--- config.mk ---
export PLATFORM = sky130hd
export DESIGN_NAME = icmp_reply_parser
export DESIGN_NICKNAME = d
export VERILOG_FILES = /design/src/sv/irp_pkg.sv /design/src/sv/irp_front.sv /design/src/sv/irp_queue.sv /design/src/sv/irp_back.sv /design/src/sv/icmp_reply_parser.sv
export SDC_FILE = /design/constraint.sdc
export NUM_CORES = 1
export LEC_CHECK = 0
export BUFFER_PORTS_ARGS = -buffer_cell sky130_fd_sc_hd__buf_2
export CORE_MARGIN = 2
export CORE_UTILIZATION = 44
export DETAILED_ROUTE_END_ITERATION = 7
export PLACE_DENSITY = 0.64
export SYNTH_ARGS = -nofsm -noshare
export SYNTH_HDL_FRONTEND = slang
export SYNTH_HIERARCHICAL = 1
export SYNTH_SLANG_ARGS = --single-unit
--- constraint.sdc ---
create_clock -name aclk -period 10.8 [get_ports aclk]
set_input_delay 1.62 -clock aclk [delete_from_list [all_inputs] [get_ports aclk]]
set_output_delay 1.62 -clock aclk [all_outputs]
set_load 0.02 [all_outputs]
--- src/sv/irp_pkg.sv ---
// shared types and constants for the icmp reply parser
package irp_pkg;

    // byte-count field width in the packet record, covers the largest packet limit
    localparam int LEN_W = 16;
    localparam int DEF_MAX_PACKET = 1024;
    localparam int DEF_STAMP_BYTES = 16;
    localparam int ICMP_HDR = 8;
    localparam int MIN_IP_HDR = 20;
    localparam int QUEUE_DEPTH = 2;
    localparam int CFG_ADDR_W = 2;
    localparam int CFG_DATA_W = 16;
    localparam logic [10:0] ILEN_MAX = 11'h7FF;

    typedef enum logic [CFG_ADDR_W-1:0] {
        CFG_OWN_ID       = 2'd0,
        CFG_EXPECTED_SEQ = 2'd1,
        CFG_VERBOSE      = 2'd2
    } cfg_index_t;

    typedef enum logic [1:0] {
        ST_MALFORMED  = 2'd0,
        ST_ECHO_REPLY = 2'd1,
        ST_ERROR      = 2'd2,
        ST_IGNORED    = 2'd3
    } status_t;

    localparam logic [7:0] ICMP_ECHO_REPLY   = 8'd0;
    localparam logic [7:0] ICMP_UNREACHABLE  = 8'd3;
    localparam logic [7:0] ICMP_SLOW_DOWN    = 8'd4;
    localparam logic [7:0] ICMP_ROUTE_CHANGE = 8'd5;
    localparam logic [7:0] ICMP_TTL_EXPIRED  = 8'd11;
    localparam logic [7:0] ICMP_PARAM_PROBLEM = 8'd12;

    // one captured packet, handed from the capture side to the result side
    typedef struct packed {
        logic [LEN_W-1:0] len;
        logic [5:0]       olen;
        logic [5:0]       ilen;
        logic [7:0]       ttl;
        logic [7:0]       icmp_type;
        logic [7:0]       code;
        logic [15:0]      id;
        logic [15:0]      seq;
        logic [15:0]      iseq;
        logic [63:0]      sec;
        logic [63:0]      usec;
    } pkt_rec_t;

endpackage

--- src/sv/irp_front.sv ---
// byte capture: walks the packet and snapshots header fields at the last byte
module irp_front import irp_pkg::*; #(
    parameter int MAX_PACKET  = DEF_MAX_PACKET,
    parameter int STAMP_BYTES = DEF_STAMP_BYTES
) (
    input  logic       aclk,
    input  logic       aresetn,
    input  logic       s_valid,
    output logic       s_ready,
    input  logic [7:0] s_data_byte,
    input  logic       s_last_byte,
    output logic       push_valid,
    input  logic       push_ready,
    output pkt_rec_t   push_rec
);

    localparam int CNT_W = $clog2(MAX_PACKET + 1);
    localparam int CMP_W = ((CNT_W > 8) ? CNT_W : 8) + 1;
    localparam int HALF  = STAMP_BYTES / 2;

    logic [CNT_W-1:0] count_reg, count_next;
    logic [5:0]       olen_reg, olen_next;
    logic [5:0]       ilen_reg, ilen_next;
    logic [7:0]       ttl_reg, ttl_next;
    logic [7:0]       type_reg, type_next;
    logic [7:0]       code_reg, code_next;
    logic [15:0]      id_reg, id_next;
    logic [15:0]      seq_reg, seq_next;
    logic [15:0]      iseq_reg, iseq_next;
    logic [63:0]      sec_reg, sec_next;
    logic [63:0]      usec_reg, usec_next;

    logic             accept;
    logic             cap;
    logic [5:0]       h_cur;
    logic [CMP_W-1:0] pos, h_ext, hb8, inner, k_full;
    logic             stamp_hit;

    assign s_ready    = push_ready;
    assign accept     = s_valid && s_ready;
    assign push_valid = accept && s_last_byte;

    always_comb begin
        cap    = accept && (count_reg < CNT_W'(MAX_PACKET));
        pos    = CMP_W'(count_reg);
        // the header length nibble is live on byte 0 itself
        h_cur  = (count_reg == '0) ? {s_data_byte[3:0], 2'b00} : olen_reg;
        h_ext  = CMP_W'(h_cur);
        hb8    = h_ext + CMP_W'(ICMP_HDR);
        inner  = hb8 + CMP_W'(ilen_reg);
        k_full = pos - hb8;
        stamp_hit = cap && (pos >= hb8) && (k_full < CMP_W'(STAMP_BYTES));

        count_next = count_reg;
        olen_next  = olen_reg;
        ilen_next  = ilen_reg;
        ttl_next   = ttl_reg;
        type_next  = type_reg;
        code_next  = code_reg;
        id_next    = id_reg;
        seq_next   = seq_reg;
        iseq_next  = iseq_reg;
        sec_next   = sec_reg;
        usec_next  = usec_reg;

        if (cap) begin
            count_next = count_reg + 1'b1;
            olen_next  = h_cur;
            if (pos == CMP_W'(8))          ttl_next = s_data_byte;
            if (pos == h_ext)              type_next = s_data_byte;
            if (pos == h_ext + CMP_W'(1))  code_next = s_data_byte;
            if (pos == h_ext + CMP_W'(4))  id_next[15:8] = s_data_byte;
            if (pos == h_ext + CMP_W'(5))  id_next[7:0] = s_data_byte;
            if (pos == h_ext + CMP_W'(6))  seq_next[15:8] = s_data_byte;
            if (pos == h_ext + CMP_W'(7))  seq_next[7:0] = s_data_byte;
            if (pos == hb8)                ilen_next = {s_data_byte[3:0], 2'b00};
            if (pos == inner + CMP_W'(6))  iseq_next[15:8] = s_data_byte;
            if (pos == inner + CMP_W'(7))  iseq_next[7:0] = s_data_byte;
        end

        // timestamp bytes land in little-endian byte lanes
        for (int i = 0; i < 8; i++) begin
            if (stamp_hit && (k_full < CMP_W'(HALF)) && (k_full == CMP_W'(i)))
                sec_next[8*i +: 8] = s_data_byte;
            if (stamp_hit && (k_full == CMP_W'(HALF + i)))
                usec_next[8*i +: 8] = s_data_byte;
        end

        push_rec.len       = LEN_W'(count_next);
        push_rec.olen      = olen_next;
        push_rec.ilen      = ilen_next;
        push_rec.ttl       = ttl_next;
        push_rec.icmp_type = type_next;
        push_rec.code      = code_next;
        push_rec.id        = id_next;
        push_rec.seq       = seq_next;
        push_rec.iseq      = iseq_next;
        push_rec.sec       = sec_next;
        push_rec.usec      = usec_next;
    end

    always_ff @(posedge aclk) begin
        if (!aresetn || push_valid) begin
            count_reg <= '0;
            olen_reg  <= '0;
            ilen_reg  <= '0;
            ttl_reg   <= '0;
            type_reg  <= '0;
            code_reg  <= '0;
            id_reg    <= '0;
            seq_reg   <= '0;
            iseq_reg  <= '0;
            sec_reg   <= '0;
            usec_reg  <= '0;
        end else begin
            count_reg <= count_next;
            olen_reg  <= olen_next;
            ilen_reg  <= ilen_next;
            ttl_reg   <= ttl_next;
            type_reg  <= type_next;
            code_reg  <= code_next;
            id_reg    <= id_next;
            seq_reg   <= seq_next;
            iseq_reg  <= iseq_next;
            sec_reg   <= sec_next;
            usec_reg  <= usec_next;
        end
    end

endmodule

--- src/sv/irp_queue.sv ---
// short record queue between capture and result sides
module irp_queue import irp_pkg::*; (
    input  logic     aclk,
    input  logic     aresetn,
    input  logic     push_valid,
    output logic     push_ready,
    input  pkt_rec_t push_rec,
    output logic     pop_valid,
    input  logic     pop_ready,
    output pkt_rec_t pop_rec
);

    localparam int PTR_W = (QUEUE_DEPTH > 1) ? $clog2(QUEUE_DEPTH) : 1;
    localparam int FILL_W = $clog2(QUEUE_DEPTH + 1);

    pkt_rec_t           entry_reg [QUEUE_DEPTH];
    logic [PTR_W-1:0]   wr_ptr_reg, wr_ptr_next;
    logic [PTR_W-1:0]   rd_ptr_reg, rd_ptr_next;
    logic [FILL_W-1:0]  fill_reg, fill_next;
    logic               do_push, do_pop;

    assign push_ready = (fill_reg != FILL_W'(QUEUE_DEPTH));
    assign pop_valid  = (fill_reg != '0);
    assign pop_rec    = entry_reg[rd_ptr_reg];
    assign do_push    = push_valid && push_ready;
    assign do_pop     = pop_valid && pop_ready;

    always_comb begin
        wr_ptr_next = wr_ptr_reg;
        rd_ptr_next = rd_ptr_reg;
        if (do_push)
            wr_ptr_next = (wr_ptr_reg == PTR_W'(QUEUE_DEPTH - 1)) ? '0 : wr_ptr_reg + 1'b1;
        if (do_pop)
            rd_ptr_next = (rd_ptr_reg == PTR_W'(QUEUE_DEPTH - 1)) ? '0 : rd_ptr_reg + 1'b1;
        fill_next = fill_reg + FILL_W'(do_push) - FILL_W'(do_pop);
    end

    always_ff @(posedge aclk) begin
        if (!aresetn) begin
            wr_ptr_reg <= '0;
            rd_ptr_reg <= '0;
            fill_reg   <= '0;
        end else begin
            wr_ptr_reg <= wr_ptr_next;
            rd_ptr_reg <= rd_ptr_next;
            fill_reg   <= fill_next;
        end
    end

    always_ff @(posedge aclk) begin
        if (do_push)
            entry_reg[wr_ptr_reg] <= push_rec;
    end

endmodule

--- src/sv/irp_back.sv ---
// result side: classifies a captured packet and holds the result for the consumer
module irp_back import irp_pkg::*; #(
    parameter int STAMP_BYTES = DEF_STAMP_BYTES
) (
    input  logic                  aclk,
    input  logic                  aresetn,
    input  logic                  cfg_valid,
    output logic                  cfg_ready,
    input  logic [CFG_ADDR_W-1:0] cfg_addr,
    input  logic [CFG_DATA_W-1:0] cfg_data,
    input  logic                  pop_valid,
    output logic                  pop_ready,
    input  pkt_rec_t              pop_rec,
    output logic                  m_valid,
    input  logic                  m_ready,
    output logic [1:0]            m_status,
    output logic [7:0]            m_ttl,
    output logic [7:0]            m_icmp_type,
    output logic [7:0]            m_icmp_code,
    output logic [15:0]           m_echo_id,
    output logic [15:0]           m_echo_seq,
    output logic [10:0]           m_icmp_length,
    output logic                  m_stamp_valid,
    output logic [63:0]           m_send_seconds,
    output logic [63:0]           m_send_microseconds,
    output logic [15:0]           m_original_seq
);

    localparam int CW = LEN_W + 1;

    logic [15:0] own_id_reg;
    logic [15:0] exp_seq_reg;
    logic        verbose_reg;

    logic        out_valid_reg, out_valid_next;
    status_t     status_reg, status_next;
    logic [7:0]  ttl_reg, ttl_next;
    logic [7:0]  type_reg, type_next;
    logic [7:0]  code_reg, code_next;
    logic [15:0] id_reg, id_next;
    logic [15:0] seq_reg, seq_next;
    logic [10:0] ilen_reg, ilen_next;
    logic        stamp_reg, stamp_next;
    logic [63:0] sec_reg, sec_next;
    logic [63:0] usec_reg, usec_next;
    logic [15:0] orig_reg, orig_next;

    logic          load;
    logic [CW-1:0] len, hb8;
    logic [LEN_W-1:0] diff;
    logic          malformed, is_error_type, inner_ok;

    assign cfg_ready = 1'b1;

    always_ff @(posedge aclk) begin
        if (!aresetn) begin
            own_id_reg  <= '0;
            exp_seq_reg <= '0;
            verbose_reg <= 1'b0;
        end else if (cfg_valid && cfg_ready) begin
            case (cfg_addr)
                CFG_OWN_ID:       own_id_reg  <= cfg_data;
                CFG_EXPECTED_SEQ: exp_seq_reg <= cfg_data;
                CFG_VERBOSE:      verbose_reg <= cfg_data[0];
                default: ;
            endcase
        end
    end

    assign pop_ready = !out_valid_reg || m_ready;
    assign load      = pop_valid && pop_ready;

    always_comb begin
        len  = CW'(pop_rec.len);
        hb8  = CW'(pop_rec.olen) + CW'(ICMP_HDR);
        diff = pop_rec.len - LEN_W'(pop_rec.olen);
        malformed = len < hb8;
        is_error_type = pop_rec.icmp_type inside {ICMP_UNREACHABLE, ICMP_SLOW_DOWN,
                                                  ICMP_ROUTE_CHANGE, ICMP_TTL_EXPIRED,
                                                  ICMP_PARAM_PROBLEM};
        // embedded header must hold a minimal ip header and the inner icmp sequence
        inner_ok = (len >= hb8 + CW'(MIN_IP_HDR)) &&
                   (len >= hb8 + CW'(pop_rec.ilen) + CW'(ICMP_HDR));

        out_valid_next = out_valid_reg;
        if (load)
            out_valid_next = 1'b1;
        else if (m_ready)
            out_valid_next = 1'b0;

        status_next = ST_IGNORED;
        orig_next   = '0;
        if (malformed) begin
            status_next = ST_MALFORMED;
        end else if (pop_rec.icmp_type == ICMP_ECHO_REPLY && pop_rec.id == own_id_reg &&
                     pop_rec.seq == exp_seq_reg) begin
            status_next = ST_ECHO_REPLY;
        end else if (verbose_reg && is_error_type) begin
            status_next = ST_ERROR;
            if (inner_ok)
                orig_next = pop_rec.iseq;
        end

        stamp_next = !malformed && (len >= hb8 + CW'(STAMP_BYTES));
        ttl_next   = malformed ? '0 : pop_rec.ttl;
        type_next  = malformed ? '0 : pop_rec.icmp_type;
        code_next  = malformed ? '0 : pop_rec.code;
        id_next    = malformed ? '0 : pop_rec.id;
        seq_next   = malformed ? '0 : pop_rec.seq;
        if (malformed)
            ilen_next = '0;
        else if (diff > LEN_W'(ILEN_MAX))
            ilen_next = ILEN_MAX;
        else
            ilen_next = diff[10:0];
        sec_next  = stamp_next ? pop_rec.sec : '0;
        usec_next = stamp_next ? pop_rec.usec : '0;
    end

    always_ff @(posedge aclk) begin
        if (!aresetn)
            out_valid_reg <= 1'b0;
        else
            out_valid_reg <= out_valid_next;
    end

    always_ff @(posedge aclk) begin
        if (load) begin
            status_reg <= status_next;
            ttl_reg    <= ttl_next;
            type_reg   <= type_next;
            code_reg   <= code_next;
            id_reg     <= id_next;
            seq_reg    <= seq_next;
            ilen_reg   <= ilen_next;
            stamp_reg  <= stamp_next;
            sec_reg    <= sec_next;
            usec_reg   <= usec_next;
            orig_reg   <= orig_next;
        end
    end

    assign m_valid             = out_valid_reg;
    assign m_status            = status_reg;
    assign m_ttl               = ttl_reg;
    assign m_icmp_type         = type_reg;
    assign m_icmp_code         = code_reg;
    assign m_echo_id           = id_reg;
    assign m_echo_seq          = seq_reg;
    assign m_icmp_length       = ilen_reg;
    assign m_stamp_valid       = stamp_reg;
    assign m_send_seconds      = sec_reg;
    assign m_send_microseconds = usec_reg;
    assign m_original_seq      = orig_reg;

endmodule

--- src/sv/icmp_reply_parser.sv ---
// top level of the icmp echo reply parser
//
//   channel   direction  handshake              carries
//   s_*       in         s_valid / s_ready      one packet byte and its last flag
//   m_*       out        m_valid / m_ready      one parse result per packet
//   cfg_*     in         cfg_valid / cfg_ready  register index and write data
//
// one byte per cycle while the queue is not full; the last byte's capture snapshot goes into
// a two-entry queue, then the classify stage loads the output register that drives m_valid.
// reset is synchronous, active low, and clears all capture state and the queue.
// a stalled result output fills the queue; while the queue is full every byte stalls.
// cfg_ready is always high.
module icmp_reply_parser import irp_pkg::*; #(
    parameter int MAX_PACKET  = DEF_MAX_PACKET,
    parameter int STAMP_BYTES = DEF_STAMP_BYTES
) (
    input  logic                  aclk,
    input  logic                  aresetn,
    input  logic                  s_valid,
    output logic                  s_ready,
    input  logic [7:0]            s_data_byte,
    input  logic                  s_last_byte,
    input  logic                  cfg_valid,
    output logic                  cfg_ready,
    input  logic [CFG_ADDR_W-1:0] cfg_addr,
    input  logic [CFG_DATA_W-1:0] cfg_data,
    output logic                  m_valid,
    input  logic                  m_ready,
    output logic [1:0]            m_status,
    output logic [7:0]            m_ttl,
    output logic [7:0]            m_icmp_type,
    output logic [7:0]            m_icmp_code,
    output logic [15:0]           m_echo_id,
    output logic [15:0]           m_echo_seq,
    output logic [10:0]           m_icmp_length,
    output logic                  m_stamp_valid,
    output logic [63:0]           m_send_seconds,
    output logic [63:0]           m_send_microseconds,
    output logic [15:0]           m_original_seq
);

    logic     push_valid, push_ready;
    pkt_rec_t push_rec;
    logic     pop_valid, pop_ready;
    pkt_rec_t pop_rec;

    irp_front #(
        .MAX_PACKET  (MAX_PACKET),
        .STAMP_BYTES (STAMP_BYTES)
    ) u_front (
        .aclk        (aclk),
        .aresetn     (aresetn),
        .s_valid     (s_valid),
        .s_ready     (s_ready),
        .s_data_byte (s_data_byte),
        .s_last_byte (s_last_byte),
        .push_valid  (push_valid),
        .push_ready  (push_ready),
        .push_rec    (push_rec)
    );

    irp_queue u_queue (
        .aclk       (aclk),
        .aresetn    (aresetn),
        .push_valid (push_valid),
        .push_ready (push_ready),
        .push_rec   (push_rec),
        .pop_valid  (pop_valid),
        .pop_ready  (pop_ready),
        .pop_rec    (pop_rec)
    );

    irp_back #(
        .STAMP_BYTES (STAMP_BYTES)
    ) u_back (
        .aclk                (aclk),
        .aresetn             (aresetn),
        .cfg_valid           (cfg_valid),
        .cfg_ready           (cfg_ready),
        .cfg_addr            (cfg_addr),
        .cfg_data            (cfg_data),
        .pop_valid           (pop_valid),
        .pop_ready           (pop_ready),
        .pop_rec             (pop_rec),
        .m_valid             (m_valid),
        .m_ready             (m_ready),
        .m_status            (m_status),
        .m_ttl               (m_ttl),
        .m_icmp_type         (m_icmp_type),
        .m_icmp_code         (m_icmp_code),
        .m_echo_id           (m_echo_id),
        .m_echo_seq          (m_echo_seq),
        .m_icmp_length       (m_icmp_length),
        .m_stamp_valid       (m_stamp_valid),
        .m_send_seconds      (m_send_seconds),
        .m_send_microseconds (m_send_microseconds),
        .m_original_seq      (m_original_seq)
    );

endmodule

==> results of run 1 <==
==> report_power, final <==
part           internal, uW  switching, uW
clock                  2110           1390
combinational           912           1710
sequential             4480            158
==> metal layers <==
metal	global-route usage [%]	up-vias	routed length [um]
met5	0	-	0
met4	5.96	0	2350
met3	3.32	154	5000
met2	32.3	716	45700
met1	27.1	12400	42400
li1	-	12000	-
==> how the worst max path moves through the flow <==
stage                               from                   endpoint  slack (ps)
floorplan                    s_last_byte    u_queue/entry_reg[1][0]        3050
global placement          s_data_byte[0]  u_queue/entry_reg[0][109]        4160
detailed placement        s_data_byte[0]       u_front/usec_reg[60]        4060
CTS                 u_front/count_reg[5]   u_queue/entry_reg[0][60]        4250
global route        u_front/count_reg[1]       u_front/usec_reg[53]        3710
finish              u_front/count_reg[5]   u_queue/entry_reg[1][54]        4090
==> Yosys cell counts, types with 9 or more instances <==
library cell	count
a21o_1	11
a31oi_1	13
nand3b_1	12
or4_1	13
o31ai_1	131
o211ai_1	133
nand2_1	274
nand2b_1	9
clkbuf_8	20
nor4_1	34
o21ai_1	9
nor2_1	34
mux2_2	298
edfxtp_1	670
nor2b_1	15
inv_1	54
o21ai_0	36
a21boi_0	37
xnor2_1	64
a21oi_1	181
ha_1	67
nand3_1	44
or3_1	18
clkbuf_1	173
and3_1	13
and2_1	269
xor2_1	33
dfxtp_1	262
nand4_1	12
nor3_1	29
==> cells by family after synthesis <==
group	after synthesis	synth area share, %
AOI/OAI and AO/OA	631	10.6
xor gates and xnor gates	97	2.10
other	2	0.0185
buffers and inverters	274	3.24
and+or+nand+nor	811	10.8
adders and majority gates	70	2.22
DFF	932	62.6
muxes	303	8.42
==> stage by stage <==
stage / setup WS [ps] / hold slack, ps / area (um2) / cells / power (uW)
global placement: 4160 / 462 / 42600 / 4380 / 7350
CTS: 4250 / 479 / 46000 / 4565 / 10900
finish: 4090 / 478 / 46000 / 4565 / 10800
floorplan: 3050 / 455 / 40500 / 3125 / 6670
detailed placement: 4060 / 469 / 42600 / 4380 / 7360
global route: 3710 / 489 / 46000 / 4565 / 11300
==> cell type report <==
class,instances,area (um2)
Fill cell,7901,45500
Sequential cell,932,25400
Multi-Input combinational cell,1919,13900
Clock buffer,128,2710
Timing Repair Buffer,288,1570
Tap cell,1186,1480
Clock inverter,57,699
Inverter,55,214
==> critical path: cells and delay by family (launching register included) <==
family	cells	cell delay (ps)
mux	1	500
flops	1	580
compound gates	6	1500
buf+inv	3	1680
simple gates	4	1780
fa+ha+maj	1	470
==> flow_metrics.tcl, run 1 <==
set metrics [dict create \
    synth_warnings 6 \
    die_w_um 307 \
    netlist_instances 3120 \
    hp-start "u_front/sec_reg[60]" \
    synth-seq-cells 932 \
    coreArea_um2 91500 \
    post_cts_buffers 0 \
    drive_gt1_share_pct 23.7 \
    die_area_um2 94500 \
    p_per_area_nw_per_um2 234 \
    finalSetupViolCount 0 \
    rr_endpoint "u_queue/entry_reg[1][54]" \
    worst_pin_slew_ps 1290 \
    async_flop_share_pct 0 \
    h-tree-depth 3 \
    clk_pin_slew_worst_paths_ps 60 \
    relSlewSlack_pct 13.2 \
    clkLatencyLatePin_ps 660 \
    die-height_um 307 \
    start_kind "register" \
    first_global_vias 24700 \
    min_period_over_period_pct 62.1 \
    rsz0062_at_grt "no" \
    fmax_ghz 0.149 \
    slowest_stage "nor4_2" \
    vias_per_cell 5.53 \
    first_pass_iters 5 \
    yosysTopAreaCell "edfxtp_1" \
    layout_min_cycle_time_ps 6710 \
    ios 249 \
    ctsHoldBuffers 0 \
    fin_setup_tns_ps 0 \
    final_core_util_pct 50.2 \
    peakVddDrop_uv 254 \
    critPathArrivalTime_ps 7230 \
    layout_common_cells "edfxtp_1, mux2_2, nand2_1" \
    syn_area_um2 40500 \
    cts.repair.resized 0 \
    skew_ps 19.9 \
    wire_per_inst_um 20.9 \
    ff2ff_path_depth 15 \
    syn_to_final_growth_pct 13.5 \
    vias 25200 \
    overflow 0 \
    drtIter0Drc 1973 \
    cts_tree "done" \
    cts-root-buf "clkbuf_16" \
    track_usage_pct 19.8 \
    drcViolationCount 0 \
    cts_buffer_depth 3 \
    final_common_cell "edfxtp_1" \
    endpoint_kind "register" \
    finalWirelength_um 95400 \
    cts_sinks 932 \
    cpMostUsedCell "o21ai_0" \
    power.leakage_uw 0.0169 \
    outcome "finished, final reports clean" \
    rows 111 \
    regToRegSetupSlack_ps 4090 \
    crit_chain "nor4_2 -> nand3_1 -> mux2_2 -> clkinv_1 -> ha_1 -> o21ai_0 -> a21boi_0 -> o21ai_0 -> a21oi_1 -> o21ai_0 -> nor3b_2 -> buf_4 -> buf_4 -> o31ai_1 -> nand2_1" \
    crit-reg2reg-launch "u_front/count_reg[5]" \
    synth_top_area_share_pct 49.7 \
    hold_depth 2 \
    hold_violations 0 \
    largest_reg_flops 456 \
    start_util_pct 44.3 \
    antenna_left 0 \
    cts_made_buffers 98 \
    grt_pass1_wl_um 145000 \
    grt_max_degree 140 \
    critPathRequiredTime_ps 11320 \
    port_buffers 247 \
    synth_area_leaders "edfxtp_1, dfxtp_1, mux2_2, and2_1, nand2_1" \
    cap_violations 0 \
    avgSynthCellArea_um2 13.0 \
    ys_seq_area_share_pct 62.6 \
    antenna_found_initial 2 \
    ys.flop_type "edfxtp_1" \
    synth-edff-count 670 \
    place_hpwl_um 56900 \
    critPathKind "reg -> reg" \
    hold_path_class "reg -> reg" \
    antenna_cells 0 \
    hold-path-endpoint "u_front/sec_reg[60]" \
    drv_slew 0 \
    critPathMaxFanout 67 \
    gp_congestion 0.865 \
    slowest_delay_ps 760 \
    layout.nets 3396 \
    synth.distinct_cells 89 \
]
(Power assumes the default switching activity.)
==> inputs of run 2 (changes only) <==
--- a/config.mk
+++ b/config.mk
@@ -5,11 +5,12 @@
 export SDC_FILE = /design/constraint.sdc
 export NUM_CORES = 1
 export LEC_CHECK = 0
+export ABC_AREA = 1
 export BUFFER_PORTS_ARGS = -buffer_cell sky130_fd_sc_hd__buf_2
 export CORE_MARGIN = 2
 export CORE_UTILIZATION = 44
 export DETAILED_ROUTE_END_ITERATION = 7
-export PLACE_DENSITY = 0.64
+export PLACE_DENSITY = 0.66
 export SYNTH_ARGS = -nofsm -noshare
 export SYNTH_HDL_FRONTEND = slang
 export SYNTH_HIERARCHICAL = 1
==> constraint.sdc (replaced) <==
create_clock -name aclk -period 5.9 [get_ports aclk]
set_input_delay 0.885 -clock aclk [delete_from_list [all_inputs] [get_ports aclk]]
set_output_delay 0.885 -clock aclk [all_outputs]
set_load 0.02 [all_outputs]
==> flow_metrics.tcl, run 2 <==
set metrics [dict create \
    outcome "finished, final reports clean" \
    ys_seq_area_share_pct 62.9 \
    port_buffers 247 \
    first_global_vias 25600 \
    cts_buffer_depth 3 \
    total_power_uw 20800 \
    gp_congestion 0.905 \
    relSlewSlack_pct 23.5 \
    finalSetupViolCount 0 \
    rsz0062_at_grt "no" \
    synth-seq-cells 932 \
    antenna_found_initial 1 \
    start_util_pct 44.2 \
    p_per_area_nw_per_um2 451 \
    avgSynthCellArea_um2 10.5 \
    fin_setup_tns_ps 0 \
    ys.flop_type "edfxtp_1" \
    hold_path_class "reg -> reg" \
    fmax_ghz 0.186 \
    finalWirelength_um 91200 \
    die_area_um2 94100 \
    start_kind "register" \
    worst_pin_slew_ps 1150 \
    skew_ps 29.0 \
    endpoint_kind "register" \
    critPathKind "reg -> reg" \
    syn_area_um2 40300 \
    antenna_cells 0 \
    clk_pin_slew_worst_paths_ps 60 \
    setup_slack_ps 511 \
    wire_per_inst_um 17.0 \
    critPathMaxFanout 14 \
    coreArea_um2 91200 \
    slowest_delay_ps 520 \
    yosysTopAreaCell "edfxtp_1" \
    die_w_um 307 \
    layout_common_cells "nand2_1, edfxtp_1, inv_1" \
    drv_slew 0 \
    overflow 0 \
    dp_slack_ps 454 \
    use_met2_pct 34.0 \
    final_common_cell "nand2_1" \
    place_inst 5188 \
    peakVddDrop_uv 320 \
    drtIter0Drc 1780 \
    place_hpwl_um 59400 \
    power.leakage_uw 0.0202 \
    yosysMostFrequentCell "nand2_1" \
    slowest_stage "nor2_1" \
    layout_min_cycle_time_ps 5390 \
    grt_pass1_wl_um 141000 \
    vias_per_cell 4.88 \
    track_usage_pct 19.2 \
    cts_sinks 932 \
    synth_top_area_share_pct 49.9 \
    syn_to_final_growth_pct 14.1 \
    rows 111 \
    layout.nets 4202 \
    layoutNonFillerInstCount 5369 \
    drcViolationCount 0 \
    die-height_um 307 \
    cts-root-buf "clkbuf_16" \
    async_flop_share_pct 0 \
    use_met3_pct 2.83 \
    min_period_over_period_pct 91.3 \
    vias 26200 \
    synth_area_leaders "edfxtp_1, dfxtp_1, nand2_1, mux2_2, inv_1" \
    synth_warnings 6 \
    cap_violations 0 \
    clkLatencyLatePin_ps 670 \
    antenna_left 0 \
    hold_violations 0 \
    synth-edff-count 670 \
    yosys-top-cells-count "nand2_1, edfxtp_1, inv_1" \
    use_met1_pct 24.3 \
    first_pass_iters 7 \
    cts_tree "done" \
    largest_reg_flops 456 \
    netlist_instances 3841 \
    h-tree-depth 3 \
    crit_chain "inv_1 -> ha_1 -> nand2_1 -> nor2_1 -> nand3_4 -> o21ai_2 -> ha_1 -> xor2_1 -> inv_1 -> ha_1 -> a21oi_1 -> inv_1 -> a31oi_1 -> o21ai_1 -> xor2_1 -> nor3_2 -> and3_1 -> nand2_1 -> nor2_1 -> nand2_1 -> nand2_1 -> inv_1" \
    grt_max_degree 130 \
    critPathArrivalTime_ps 5800 \
    cts_made_buffers 96 \
    critPathRequiredTime_ps 6310 \
    ios 249 \
    gr-max-usage-layer "met2" \
    drive_gt1_share_pct 17.9 \
    synth.distinct_cells 57 \
]
## run 2: changes by cell type after synthesis, moves of 35 or more
cell      delta
inv_1      +571
nand2_1    +552
nor2_1     +412
and2_1     -269
o211ai_1   -131
o31ai_1    -130
clkbuf_1   -118
mux2_2      -70
nand3_1     +65
o21ai_0     +49
xnor2_1     -45
a21boi_0    -36
a21oi_1     -35
## run 2: final cells by class
| class | count | area, um2 |
|---|---|---|
| fill | 8087 | 45200 |
| inverter | 637 | 2390 |
| tap | 1186 | 1480 |
| multi-input combinational | 2155 | 11900 |
| sequential | 932 | 25400 |
| timing repair buffer | 278 | 1580 |
| clock inverter | 45 | 520 |
| clock buffer | 136 | 2810 |
## run 2: worst max-delay path, delay by kind of cell (launching register included)
kind / cells / cell delay, ps
AO/OA/AOI/OAI: 4 / 810
XOR/XNOR: 2 / 480
adder cells (fa/ha/maj): 3 / 870
buffers and inverters: 4 / 400
flip-flops: 1 / 420
AND/OR/NAND/NOR: 9 / 2170
## run 2: power breakdown
group          switching, uW  internal [uW]
clock network           2550           3700
registers                287           8290
logic                   3950           1980
## run 2: metrics by stage
stage / instance area [um2] / util, % / hold WS [ps]
floorplan: 40400 / - / 430
global placement: 42700 / 46.8 / 456
detailed placement: 42700 / 46.8 / 461
CTS: 46000 / 50.5 / 455
global route: 46000 / 50.5 / 478
finish: 46000 / 50.5 / 470
## run 2: cells by family (layout without fill, tap and decap cells)
logic type               Yosys count  in the layout  synth area share [%]
other                              2              7                0.0186
buffers and inverters            759           1096                  7.85
multiplexers                     236            236                  6.56
XOR/XNOR                          60             60                  1.36
AO/OA/AOI/OAI                    280            280                  3.80
AND/OR/NAND/NOR                 1502           1502                  15.3
adder cells (fa/ha/maj)           70             70                  2.23
flip-flops                       932            932                  62.9
## run 2: timing repair
item                       in CTS  in global routing
setup endpoints to repair       0                 67
setup buffers                   0                  0
hold buffers                    0                  0
resized for setup               0                  1
## run 2: path summary, 6_finish.rpt
| check | slack (ps) | to | depth (start not counted) | start |
|---|---|---|---|---|
| worst max-delay path | 510 | u_queue/entry_reg[1][115] | 22 | u_front/count_reg[1] |
| worst min-delay path | 470 | u_front/ilen_reg[0] | 2 | u_front/ilen_reg[0] |
| worst max register to register | 510 | u_queue/entry_reg[1][115] | 22 | u_front/count_reg[1] |
| worst min register to register | 470 | u_front/ilen_reg[0] | 2 | u_front/ilen_reg[0] |
## run 2: routing by layer
layer	wire length, um	part of all wire (%)	vias up
met5	0	0	-
met4	2180	2.4	0
met3	4200	4.6	126
met2	45900	50	559
met1	38900	43	12500
li1	-	-	13000
